### src/scil_pkg.sv
`default_nettype none

package scil_pkg;

    localparam int ANGLE_W = 16;
    localparam int VALUE_W = 16;
    localparam int MAG_W   = 15;
    localparam int IDX_W   = 7;
    localparam int FRAC_W  = 7;
    localparam int DIFF_W  = 9;
    localparam int TABLE_ENTRIES = 128;

    localparam logic [ANGLE_W-1:0] HALF_TURN    = 16'd32768;
    localparam logic [ANGLE_W-1:0] QUARTER_TURN = 16'd16384;
    localparam logic [IDX_W-1:0]   LAST_IDX     = 7'd127;
    localparam logic [MAG_W-1:0]   TOP_WORD     = 15'd32766;

    localparam logic CMD_SINE   = 1'b0;
    localparam logic CMD_COSINE = 1'b1;

    localparam logic [MAG_W-1:0] QUARTER_WAVE [TABLE_ENTRIES] = '{
        15'd0,     15'd402,   15'd804,   15'd1206,  15'd1608,  15'd2009,  15'd2411,  15'd2811,
        15'd3212,  15'd3612,  15'd4011,  15'd4410,  15'd4808,  15'd5205,  15'd5602,  15'd5998,
        15'd6393,  15'd6787,  15'd7180,  15'd7571,  15'd7962,  15'd8351,  15'd8740,  15'd9127,
        15'd9512,  15'd9896,  15'd10279, 15'd10660, 15'd11039, 15'd11417, 15'd11793, 15'd12167,
        15'd12540, 15'd12910, 15'd13279, 15'd13646, 15'd14010, 15'd14373, 15'd14733, 15'd15091,
        15'd15447, 15'd15800, 15'd16151, 15'd16500, 15'd16846, 15'd17190, 15'd17531, 15'd17869,
        15'd18205, 15'd18538, 15'd18868, 15'd19195, 15'd19520, 15'd19841, 15'd20160, 15'd20475,
        15'd20788, 15'd21097, 15'd21403, 15'd21706, 15'd22006, 15'd22302, 15'd22595, 15'd22884,
        15'd23170, 15'd23453, 15'd23732, 15'd24008, 15'd24279, 15'd24548, 15'd24812, 15'd25073,
        15'd25330, 15'd25583, 15'd25833, 15'd26078, 15'd26320, 15'd26557, 15'd26791, 15'd27020,
        15'd27246, 15'd27467, 15'd27684, 15'd27897, 15'd28106, 15'd28311, 15'd28511, 15'd28707,
        15'd28899, 15'd29086, 15'd29269, 15'd29448, 15'd29622, 15'd29792, 15'd29957, 15'd30118,
        15'd30274, 15'd30425, 15'd30572, 15'd30715, 15'd30853, 15'd30986, 15'd31114, 15'd31238,
        15'd31357, 15'd31471, 15'd31581, 15'd31686, 15'd31786, 15'd31881, 15'd31972, 15'd32058,
        15'd32138, 15'd32214, 15'd32286, 15'd32352, 15'd32413, 15'd32470, 15'd32522, 15'd32568,
        15'd32610, 15'd32647, 15'd32679, 15'd32706, 15'd32729, 15'd32746, 15'd32758, 15'd32766
    };

endpackage

`default_nettype wire

### src/sine_cosine_interpolated_lookup.sv
// Channel  Ports               Direction  Handshake
// -------  ------------------  ---------  ---------------------------------
// command  start, cmd, angle   in         taken when start is high, busy low
// result   done, value         out        one-cycle strobe on done
//
// One word is taken in every cycle; busy is always low.
// A word passes through two registers: the input register, then fold, table read,
// interpolation and sign restore into the result register.
// Reset clears the strobes only; no word is produced until one is taken.
// The receiver cannot stall, so every result appears for exactly one cycle.
`default_nettype none

module sine_cosine_interpolated_lookup
    import scil_pkg::*;
(
    input  wire logic                      clk,
    input  wire logic                      rst_n,
    input  wire logic                      start,
    output logic                           busy,
    input  wire logic                      cmd,
    input  wire logic [ANGLE_W-1:0]        angle,
    output logic                           done,
    output logic signed [VALUE_W-1:0]      value
);

    logic                      vld1_reg;
    logic                      cmd1_reg;
    logic [ANGLE_W-1:0]        angle1_reg;

    logic [MAG_W-1:0]          lo_next;
    logic [DIFF_W-1:0]         diff_next;
    logic                      neg_next;
    logic                      top_next;

    logic                      done_reg;
    logic signed [VALUE_W-1:0] value_reg;
    logic signed [VALUE_W-1:0] value_next;

    logic [ANGLE_W-1:0]        phase;
    logic [ANGLE_W-1:0]        half;
    logic [ANGLE_W-1:0]        folded;
    logic [IDX_W:0]            idx;
    logic [MAG_W-1:0]          hi;
    logic [MAG_W-1:0]          sub;
    logic [DIFF_W+FRAC_W-1:0]  prod;
    logic [MAG_W-1:0]          mag;

    // Fold the phase into the first quadrant and read both neighbouring entries.
    always_comb
    begin
        phase = (cmd1_reg == CMD_COSINE) ? angle1_reg + QUARTER_TURN : angle1_reg;
        neg_next = (phase > HALF_TURN);
        half = neg_next ? phase - HALF_TURN : phase;
        folded = (half > QUARTER_TURN) ? HALF_TURN - half : half;
        idx = folded[FRAC_W+IDX_W:FRAC_W];
        top_next = (idx >= {1'b0, LAST_IDX});
        lo_next = QUARTER_WAVE[idx[IDX_W-1:0]];
        hi = QUARTER_WAVE[idx[IDX_W-1:0] + IDX_W'(1)];
        sub = hi - lo_next;
        diff_next = sub[DIFF_W-1:0];
    end

    always_comb
    begin
        prod = DIFF_W'(diff_next) * FRAC_W'(folded[FRAC_W-1:0]);
        mag = top_next ? TOP_WORD : lo_next + MAG_W'(prod[DIFF_W+FRAC_W-1:FRAC_W]);
        value_next = neg_next ? -$signed({1'b0, mag}) : $signed({1'b0, mag});
    end

    always_ff @(posedge clk or negedge rst_n)
    begin
        if (!rst_n)
        begin
            vld1_reg <= 1'b0;
            done_reg <= 1'b0;
        end
        else
        begin
            vld1_reg <= start;
            done_reg <= vld1_reg;
        end
    end

    always_ff @(posedge clk)
    begin
        cmd1_reg   <= cmd;
        angle1_reg <= angle;
        value_reg  <= value_next;
    end

    assign busy  = 1'b0;
    assign done  = done_reg;
    assign value = value_reg;

`ifndef NO_ASSERTIONS
    a_latency: assert property (@(posedge clk) disable iff (!rst_n)
        start && !busy |-> ##2 done)
        else $error("accepted word did not give a result two cycles later");

    a_no_spurious: assert property (@(posedge clk) disable iff (!rst_n)
        !start ##2 1'b1 |-> !done)
        else $error("result strobe without an accepted word");

    a_range: assert property (@(posedge clk) disable iff (!rst_n)
        done |-> (value <= 16'sd32766) && (value >= -16'sd32766))
        else $error("result outside the table range");

    a_top: assert property (@(posedge clk) disable iff (!rst_n)
        vld1_reg && top_next |=> value == 16'sd32766 || value == -16'sd32766)
        else $error("top of table did not give the last table word");
`endif

endmodule

`default_nettype wire
### config.mk
export PLATFORM = sky130hd
export DESIGN_NAME = sine_cosine_interpolated_lookup
export DESIGN_NICKNAME = d
export VERILOG_FILES = /design/src/scil_pkg.sv /design/src/sine_cosine_interpolated_lookup.sv
export SDC_FILE = /design/constraint.sdc
export NUM_CORES = 1
export LEC_CHECK = 0
export ABC_CLOCK_PERIOD_IN_PS = 12300
export BUFFER_PORTS_ARGS = -buffer_cell sky130_fd_sc_hd__buf_2
export CAP_MARGIN = 40
export CORE_MARGIN = 3
export CORE_UTILIZATION = 50
export DETAILED_ROUTE_END_ITERATION = 7
export PLACE_DENSITY_LB_ADDON = 0.08
export SLEW_MARGIN = 10
export SYNTH_ARGS = -nofsm -noshare
export SYNTH_HDL_FRONTEND = slang
export SYNTH_SLANG_ARGS = --single-unit
### constraint.sdc
create_clock -name clk -period 12.3 [get_ports clk]
set_input_delay 2.46 -clock clk [delete_from_list [all_inputs] [get_ports clk]]
set_output_delay 2.46 -clock clk [all_outputs]
set_load 0.005 [all_outputs]
# After elaboration in Yosys (flattened, before gate mapping)
# Memory sizes are Yosys's and may differ from the RTL's.
# Index checks and enable logic that the tools add are counted.
dict set report word_totals {
  regBits 35
  mem_bits_ro 3840
  input_bits 20
  out_inout_bits 18
  mem_count 2
}
# memory words word_bits read_ports rd_ports_with_merged_regs wr line_no
set mem_list {}
lappend mem_list {{(name not given)} 128 15 1 0 0 sine_cosine_interpolated_lookup.sv:58} ;# hi = QUARTER_WAVE[idx[IDX_W-1:0] + IDX_W'(1)];
lappend mem_list {{(name not given)} 128 15 1 0 0 sine_cosine_interpolated_lookup.sv:57} ;# lo_next = QUARTER_WAVE[idx[IDX_W-1:0]];
dict set report classes {
  add_sub_neg 7
  n_mul 1
  order_cmp 5
  muxes 9
  bitwise_logic 2
}
# operator n
set ops {}
lappend ops {{$mux 15} 5}
lappend ops {{$mux 16} 2}
lappend ops {{$mux 9} 2}
lappend ops {{$add 16x15->16 const B} 1}
lappend ops {{$ge 8x8->1 const B} 2}
lappend ops {{$gt 16x15->1 const B} 1}
lappend ops {{$gt 16x16->1 const B} 1}
lappend ops {{$mul 9x7->16} 1}
lappend ops {{$neg 15->16} 1}
lappend ops {{$not 7->8} 2}
lappend ops {{$sub 16x16->16 const B} 1}
lappend ops {{$add 15x9->15} 1}
lappend ops {{$sub 1x15->15 const A} 1}
lappend ops {{$sub 9x9->9} 1}
lappend ops {{$ge 8x7->1 const B} 1}
lappend ops {{$add 7x1->7 const B} 1}

# Longest topological paths before layout
dict set report logic_depth {
  ltp_word 17
  mapped_depth 59
  mapped_depth_nobuf 53
}

# Worst setup path after synthesis
# No wires, ideal clock.
dict set report synth_path {
  kind {register -> register}
  start {register angle1_reg[0]}
  end {register value_reg[13] (netlist: value[13])}
  setup_time_ns 0.120
  arrival_time_ns 13.007
  t_required_ns 12.180
  path_slack_ns -0.827
  path_stages_with_launch 58
  n_path_buf 9
  synth_period_minus_slack_ns 13.127
  path_cell_list {dfxtp_1 -> clkinv_1 -> ha_1 -> nor3b_4 -> and4_1 -> buf_4 -> a211oi_1 -> xor2_1 -> clkbuf_1 -> buf_1 -> buf_1 -> ha_1 -> clkbuf_1 -> clkinv_1 -> ha_1 -> clkbuf_1 -> clkbuf_1 -> clkbuf_1 -> [22 not listed] -> ha_1 -> ha_1 -> nor3_1 -> a211oi_1 -> a21oi_1 -> o21bai_1 -> xor2_1 -> ha_1 -> o21a_1 -> a21o_1 -> a21o_1 -> a21oi_1 -> nor2_1 -> a311oi_1 -> nand4b_1 -> o31ai_1 -> a41oi_1 -> xnor2_1}
}
dict set report synth_between {
  elab_chain_len 17
  elab_cells_between_ends 24
  cone_classes {7 x add/sub; 1 x mul; 3 x order compare; 9 x mux; 2 x bitwise; 2 x memory}
}
# item line_no
set synth_lines {}
lappend synth_lines {{start, declared} sine_cosine_interpolated_lookup.sv:28} ;# logic [ANGLE_W-1:0] angle1_reg;
lappend synth_lines {{start signal, assigned} sine_cosine_interpolated_lookup.sv:87} ;# angle1_reg <= angle;
lappend synth_lines {{$add 16x15->16} sine_cosine_interpolated_lookup.sv:51} ;# phase = (cmd1_reg == CMD_COSINE) ? angle1_reg + QUARTER_TURN : angle1_reg;
lappend synth_lines {{$mux 16 *} sine_cosine_interpolated_lookup.sv:51}
lappend synth_lines {{$sub 16x16->16 / $gt 16x16->1 (equally long branches)} {sine_cosine_interpolated_lookup.sv:53, sine_cosine_interpolated_lookup.sv:52}}
lappend synth_lines {{$mux 16} sine_cosine_interpolated_lookup.sv:53} ;# half = neg_next ? phase - HALF_TURN : phase;
lappend synth_lines {{$sub 1x15->15 / $gt 16x15->1 (equally long branches)} sine_cosine_interpolated_lookup.sv:54} ;# folded = (half > QUARTER_TURN) ? HALF_TURN - half : half;
lappend synth_lines {{$mux 15} sine_cosine_interpolated_lookup.sv:54}
lappend synth_lines {{$add 7x1->7} sine_cosine_interpolated_lookup.sv:58}
lappend synth_lines {{$not 7->8 (not written as such)} sine_cosine_interpolated_lookup.sv:58}
lappend synth_lines {{$mem_v2 128x15} -}
lappend synth_lines {{$mux 9 (not written as such) (2 in series)} sine_cosine_interpolated_lookup.sv:58}
lappend synth_lines {{$sub 9x9->9} sine_cosine_interpolated_lookup.sv:59} ;# sub = hi - lo_next;
lappend synth_lines {{$mul 9x7->16} sine_cosine_interpolated_lookup.sv:65} ;# prod = DIFF_W'(diff_next) * FRAC_W'(folded[FRAC_W-1:0]);
lappend synth_lines {{$add 15x9->15} sine_cosine_interpolated_lookup.sv:66} ;# mag = top_next ? TOP_WORD : lo_next + MAG_W'(prod[DIFF_W+FRAC_W-1:FRAC_W]);
lappend synth_lines {{$mux 15} sine_cosine_interpolated_lookup.sv:66}
lappend synth_lines {{$neg 15->16} sine_cosine_interpolated_lookup.sv:67} ;# value_next = neg_next ? -$signed({1'b0, mag}) : $signed({1'b0, mag});
lappend synth_lines {{$mux 15 *} sine_cosine_interpolated_lookup.sv:67}
lappend synth_lines {{named net value_next[13]} sine_cosine_interpolated_lookup.sv:37} ;# logic signed [VALUE_W-1:0] value_next;
lappend synth_lines {{end signal, assigned} sine_cosine_interpolated_lookup.sv:88} ;# value_reg <= value_next;
lappend synth_lines {{end, declared} sine_cosine_interpolated_lookup.sv:36} ;# logic signed [VALUE_W-1:0] value_reg;
# Mark *: on every way through the listed nets, which the timed path passes. The rest lies on a longest branch. The select of a mux whose other input is x is not followed.
# A chain may end at the register's enable or synchronous reset.

# Worst setup path in the final report
dict set report layout_path {
  start {register angle1_reg[0]}
  end {register value_reg[15] (netlist: value[15])}
}
dict set report layout_between {
  elab_chain_len 16
  elab_cells_between_ends 23
  cone_classes {7 x add/sub; 1 x mul; 3 x order compare; 8 x mux; 2 x bitwise; 2 x memory}
}
# item line_no
set layout_lines {}
lappend layout_lines {{$add 16x15->16} sine_cosine_interpolated_lookup.sv:51}
lappend layout_lines {{$mux 16 *} sine_cosine_interpolated_lookup.sv:51}
lappend layout_lines {{$sub 16x16->16 / $gt 16x16->1 (equally long branches)} {sine_cosine_interpolated_lookup.sv:53, sine_cosine_interpolated_lookup.sv:52}}
lappend layout_lines {{$mux 16} sine_cosine_interpolated_lookup.sv:53}
lappend layout_lines {{$sub 1x15->15 / $gt 16x15->1 (equally long branches)} sine_cosine_interpolated_lookup.sv:54}
lappend layout_lines {{$mux 15} sine_cosine_interpolated_lookup.sv:54}
lappend layout_lines {{$add 7x1->7} sine_cosine_interpolated_lookup.sv:58}
lappend layout_lines {{$not 7->8 (not written as such)} sine_cosine_interpolated_lookup.sv:58}
lappend layout_lines {{$mem_v2 128x15} -}
lappend layout_lines {{$mux 9 (not written as such) (2 in series)} sine_cosine_interpolated_lookup.sv:58}
lappend layout_lines {{$sub 9x9->9} sine_cosine_interpolated_lookup.sv:59}
lappend layout_lines {{$mul 9x7->16} sine_cosine_interpolated_lookup.sv:65}
lappend layout_lines {{$add 15x9->15} sine_cosine_interpolated_lookup.sv:66}
lappend layout_lines {{$mux 15} sine_cosine_interpolated_lookup.sv:66}
lappend layout_lines {{$neg 15->16} sine_cosine_interpolated_lookup.sv:67}
# Every way passes the cells marked *; elsewhere a longest branch is shown, timed or not. The select of a mux whose other input is x is not followed.

==> run summary <==
- complete, no violations — result of the run
- 2 — count of H-tree levels built during CTS
- 22.2 um — post-DR wirelength/cell
- 6.14% — global routing usage on met3
- 352 ps — worst hold-check slack
- 6 — router iterations before antenna repair
- 5.71% — async set-reset flop share out of synthesis
- 18 — largest fanout on the critical path
- 25,100 um — final HPWL from detailed placement
- 35 — number of storage elements in the synthesis netlist
- 1.07 — routability-driven placement congestion ratio
- 10,500 — number of vias in the routed layout
- 711 um2 — area taken by flip-flops and latches
- 0 — drc violations
- sky130_fd_sc_hd__clkbuf_16 — Root Driver
- 139 um — chip width
- 33.5% — Global Route Usage Sum
- 46.7% — global-route met1 utilization
- met2 — GRT Max-Usage Layer
- 6.83 — via density per instance
- 42.2% — relative slew slack
- 7660 um2 — total area of multi-input combinational cells
- 0 — count of warnings emitted by yosys
- 5 — cts bufs inserted
- 860 ps — transition time at the pin with the least slew margin
- 1,466 — First DRT Iteration DRCs
- 36 — quantity of I/O buffers inserted on ports
- 1,422 — synthesized net count
- 12,450 ps — required time of the critical path
- 1,292 — Post-Synthesis Cells
- 0 — final setup violation count
- sky130_fd_sc_hd__ha_1 — area leader, netlist
- 9,540 — number of global-route vias before repair
- sky130_fd_sc_hd__a2111oi_0 — Critical Path Slowest Stage Cell
- 5.19 ps — worst-case clock skew
- 52.2% — Initial Util
- 11,770 ps — fin crit period
- 0 — number of antenna violations at the first check in global routing
- sky130_fd_sc_hd__nor2_1 — most frequent cell after synthesis
- done — TritonCTS clock tree
- sky130_fd_sc_hd__ha_1 (11%), sky130_fd_sc_hd__fa_1 (7.9%), sky130_fd_sc_hd__dfxtp_1 (7.5%) — ranking of synthesized cells by area
- 38 — boundary pin count
- 12.3% — Area growth, synth to finish
- 53,200 um — global-route wire length before repair
- 58 — pin count of the biggest net entering global routing
- 0 — antenna diode instance count
- 47 — number of rows in the core area
- 8830 um2 — synthesized area
- 19,300 um2 — DIE AREA
- register — endpoint class of the critical path
- 0 — max-cap check violation count
- 1,646 — fillers
- 16,900 um2 — Core ar.
- 0 — number of enable-type register cells in the synthesized netlist
- 92 — number of distinct library cell variants in the gate-level netlist after synthesis
- reg -> reg — class of the most critical setup path
- 0 — max-slew violations
- 280 ps — clock latency on the worst-skew pair
- 49.9% — GRT met2 Usage
- register — startpoint kind of the worst setup timing path
- reg -> reg — Min-Delay Path Class
- sky130_fd_sc_hd__dfxtp_1 — top_reg_cell synth
- 10.6% — share of the synthesized area in the top cell type
- 0 — global-route congestion overflow total
- 8.04% — sequential-to-total area share from yosys stat
- 85.0 MHz — maximum clock frequency
- 95.7% — Final period util
- 580 ps — max incr delay on CP
- 34,200 um — routed wire length
- 6.84 um2 — mean area per synthesized cell
- 0 — number of endpoints with negative hold slack in the final report
- 0 — CTS hold repair buffers
- 2 — maximum buffer depth of the clock tree
- 0 — Detail Route Antenna Nets
- sky130_fd_sc_hd__nor2_1 (167), sky130_fd_sc_hd__a21oi_1 (119), sky130_fd_sc_hd__nand2_1 (119) — Synth top cells by count
- 35 — total clock sinks
- 139 um — DIE HEIGHT
- 1,447 — layout net count
- 60 ps — Clock Pin Slew Worst Setup and Hold Paths
- 15.0% — layout cell share with drive strength beyond 1
- 11,910 ps — Arr. time, crit path
[path summary, 6_finish.rpt]
| path | start | to | slack [ps] | cells past startpoint |
|---|---|---|---|---|
| worst max-delay path | angle1_reg[0] | value[15] | 530 | 49 |
| worst min-delay path | vld1_reg | done | 350 | 0 |
| worst max register to register | angle1_reg[0] | value[15] | 530 | 49 |
| worst min register to register | vld1_reg | done | 350 | 0 |
| max in group asynchronous | rst_n | done | 10260 | 1 |
| min in group asynchronous | rst_n | vld1_reg | 1950 | 1 |
[routing by layer]
| layer | wire length (um) | part of all wire [%] |
|---|---|---|
| met1 | 13900 | 41 |
| met2 | 14600 | 43 |
| met3 | 3910 | 11 |
| met4 | 1790 | 5.2 |
| met5 | 0 | 0 |
[cells by family (layout without fill, tap and decap cells)]
group	count (synthesis)	after routing	share of synthesized area [%]
buffers and inverters	168	194	7.53
xor gates and xnor gates	58	58	5.83
AOI/OAI and AO/OA	480	480	36.2
other	1	1	0.0424
and+or+nand+nor	428	428	22.4
DFF	35	35	8.04
muxes	10	10	1.18
adders and majority gates	112	112	18.8
[area by class of cell]
| type | count | share of cell area [%] |
|---|---|---|
| clock buffer | 5 | 1.26 |
| clock inverter | 3 | 0.479 |
| inverter | 62 | 2.36 |
| multi-input combinational | 1089 | 77.2 |
| sequential | 35 | 7.17 |
| tap | 220 | 2.78 |
| timing repair buffer | 124 | 8.77 |
[what timing repair did]
action                                  CTS  global route
resized for setup                         1            22
endpoints found under the setup margin    1             8
gates cloned                              0             0
buffers inserted                          0             3
pin swaps                                 0             2
[per-stage QoR]
stage                     instance area, um2  util, %  TNS (ps)  worst slack [ps]  instances
final                                   9920     58.6         0               532       1538
after global routing                    9920     58.6      -281              -127       1538
after CTS                               9770     57.7         0               161       1534
after detailed placement                9590     56.6         0               122       1526
after global placement                  9560     56.5         0               227       1522
after floorplan                         8850        -         0              24.1       1292
[cell usage in the layout (no fill, tap or decap), types with 6 or more instances in the layout]
cell / instances
sky130_fd_sc_hd__nor2_1: 167
sky130_fd_sc_hd__inv_1: 56
sky130_fd_sc_hd__buf_2: 36
sky130_fd_sc_hd__nor3_1: 34
sky130_fd_sc_hd__xnor2_2: 6
sky130_fd_sc_hd__or3_1: 7
sky130_fd_sc_hd__nand2_1: 117
sky130_fd_sc_hd__xor2_1: 11
sky130_fd_sc_hd__o22ai_1: 15
sky130_fd_sc_hd__nor2b_1: 6
sky130_fd_sc_hd__nand3_1: 28
sky130_fd_sc_hd__o21ai_0: 104
sky130_fd_sc_hd__a211oi_1: 36
sky130_fd_sc_hd__fa_1: 35
sky130_fd_sc_hd__a21oi_1: 116
sky130_fd_sc_hd__dfxtp_1: 33
sky130_fd_sc_hd__xnor2_1: 36
sky130_fd_sc_hd__a311oi_1: 20
sky130_fd_sc_hd__o21a_1: 11
sky130_fd_sc_hd__a21o_1: 17
sky130_fd_sc_hd__a221oi_1: 9
sky130_fd_sc_hd__o32ai_1: 8
sky130_fd_sc_hd__o31ai_1: 8
sky130_fd_sc_hd__a31oi_1: 19
sky130_fd_sc_hd__mux2i_1: 7
sky130_fd_sc_hd__or2_2: 14
sky130_fd_sc_hd__ha_1: 73
sky130_fd_sc_hd__o311ai_0: 10
sky130_fd_sc_hd__buf_4: 84
sky130_fd_sc_hd__a22oi_1: 6
sky130_fd_sc_hd__nand4_1: 7
sky130_fd_sc_hd__o211ai_1: 23
[critical path, delay by kind of cell (launching register included)]
family / cells / cell delay [ps]
flip-flops: 1 / 370
adder cells (fa/ha/maj): 8 / 2830
multiplexers: 1 / 220
AO/OA/AOI/OAI: 21 / 4300
AND/OR/NAND/NOR: 13 / 2590
XOR/XNOR: 2 / 320
buffers and inverters: 4 / 970
Power is not shown: default switching activity piles up to over one toggle a cycle in this logic, so the estimate is an artifact.
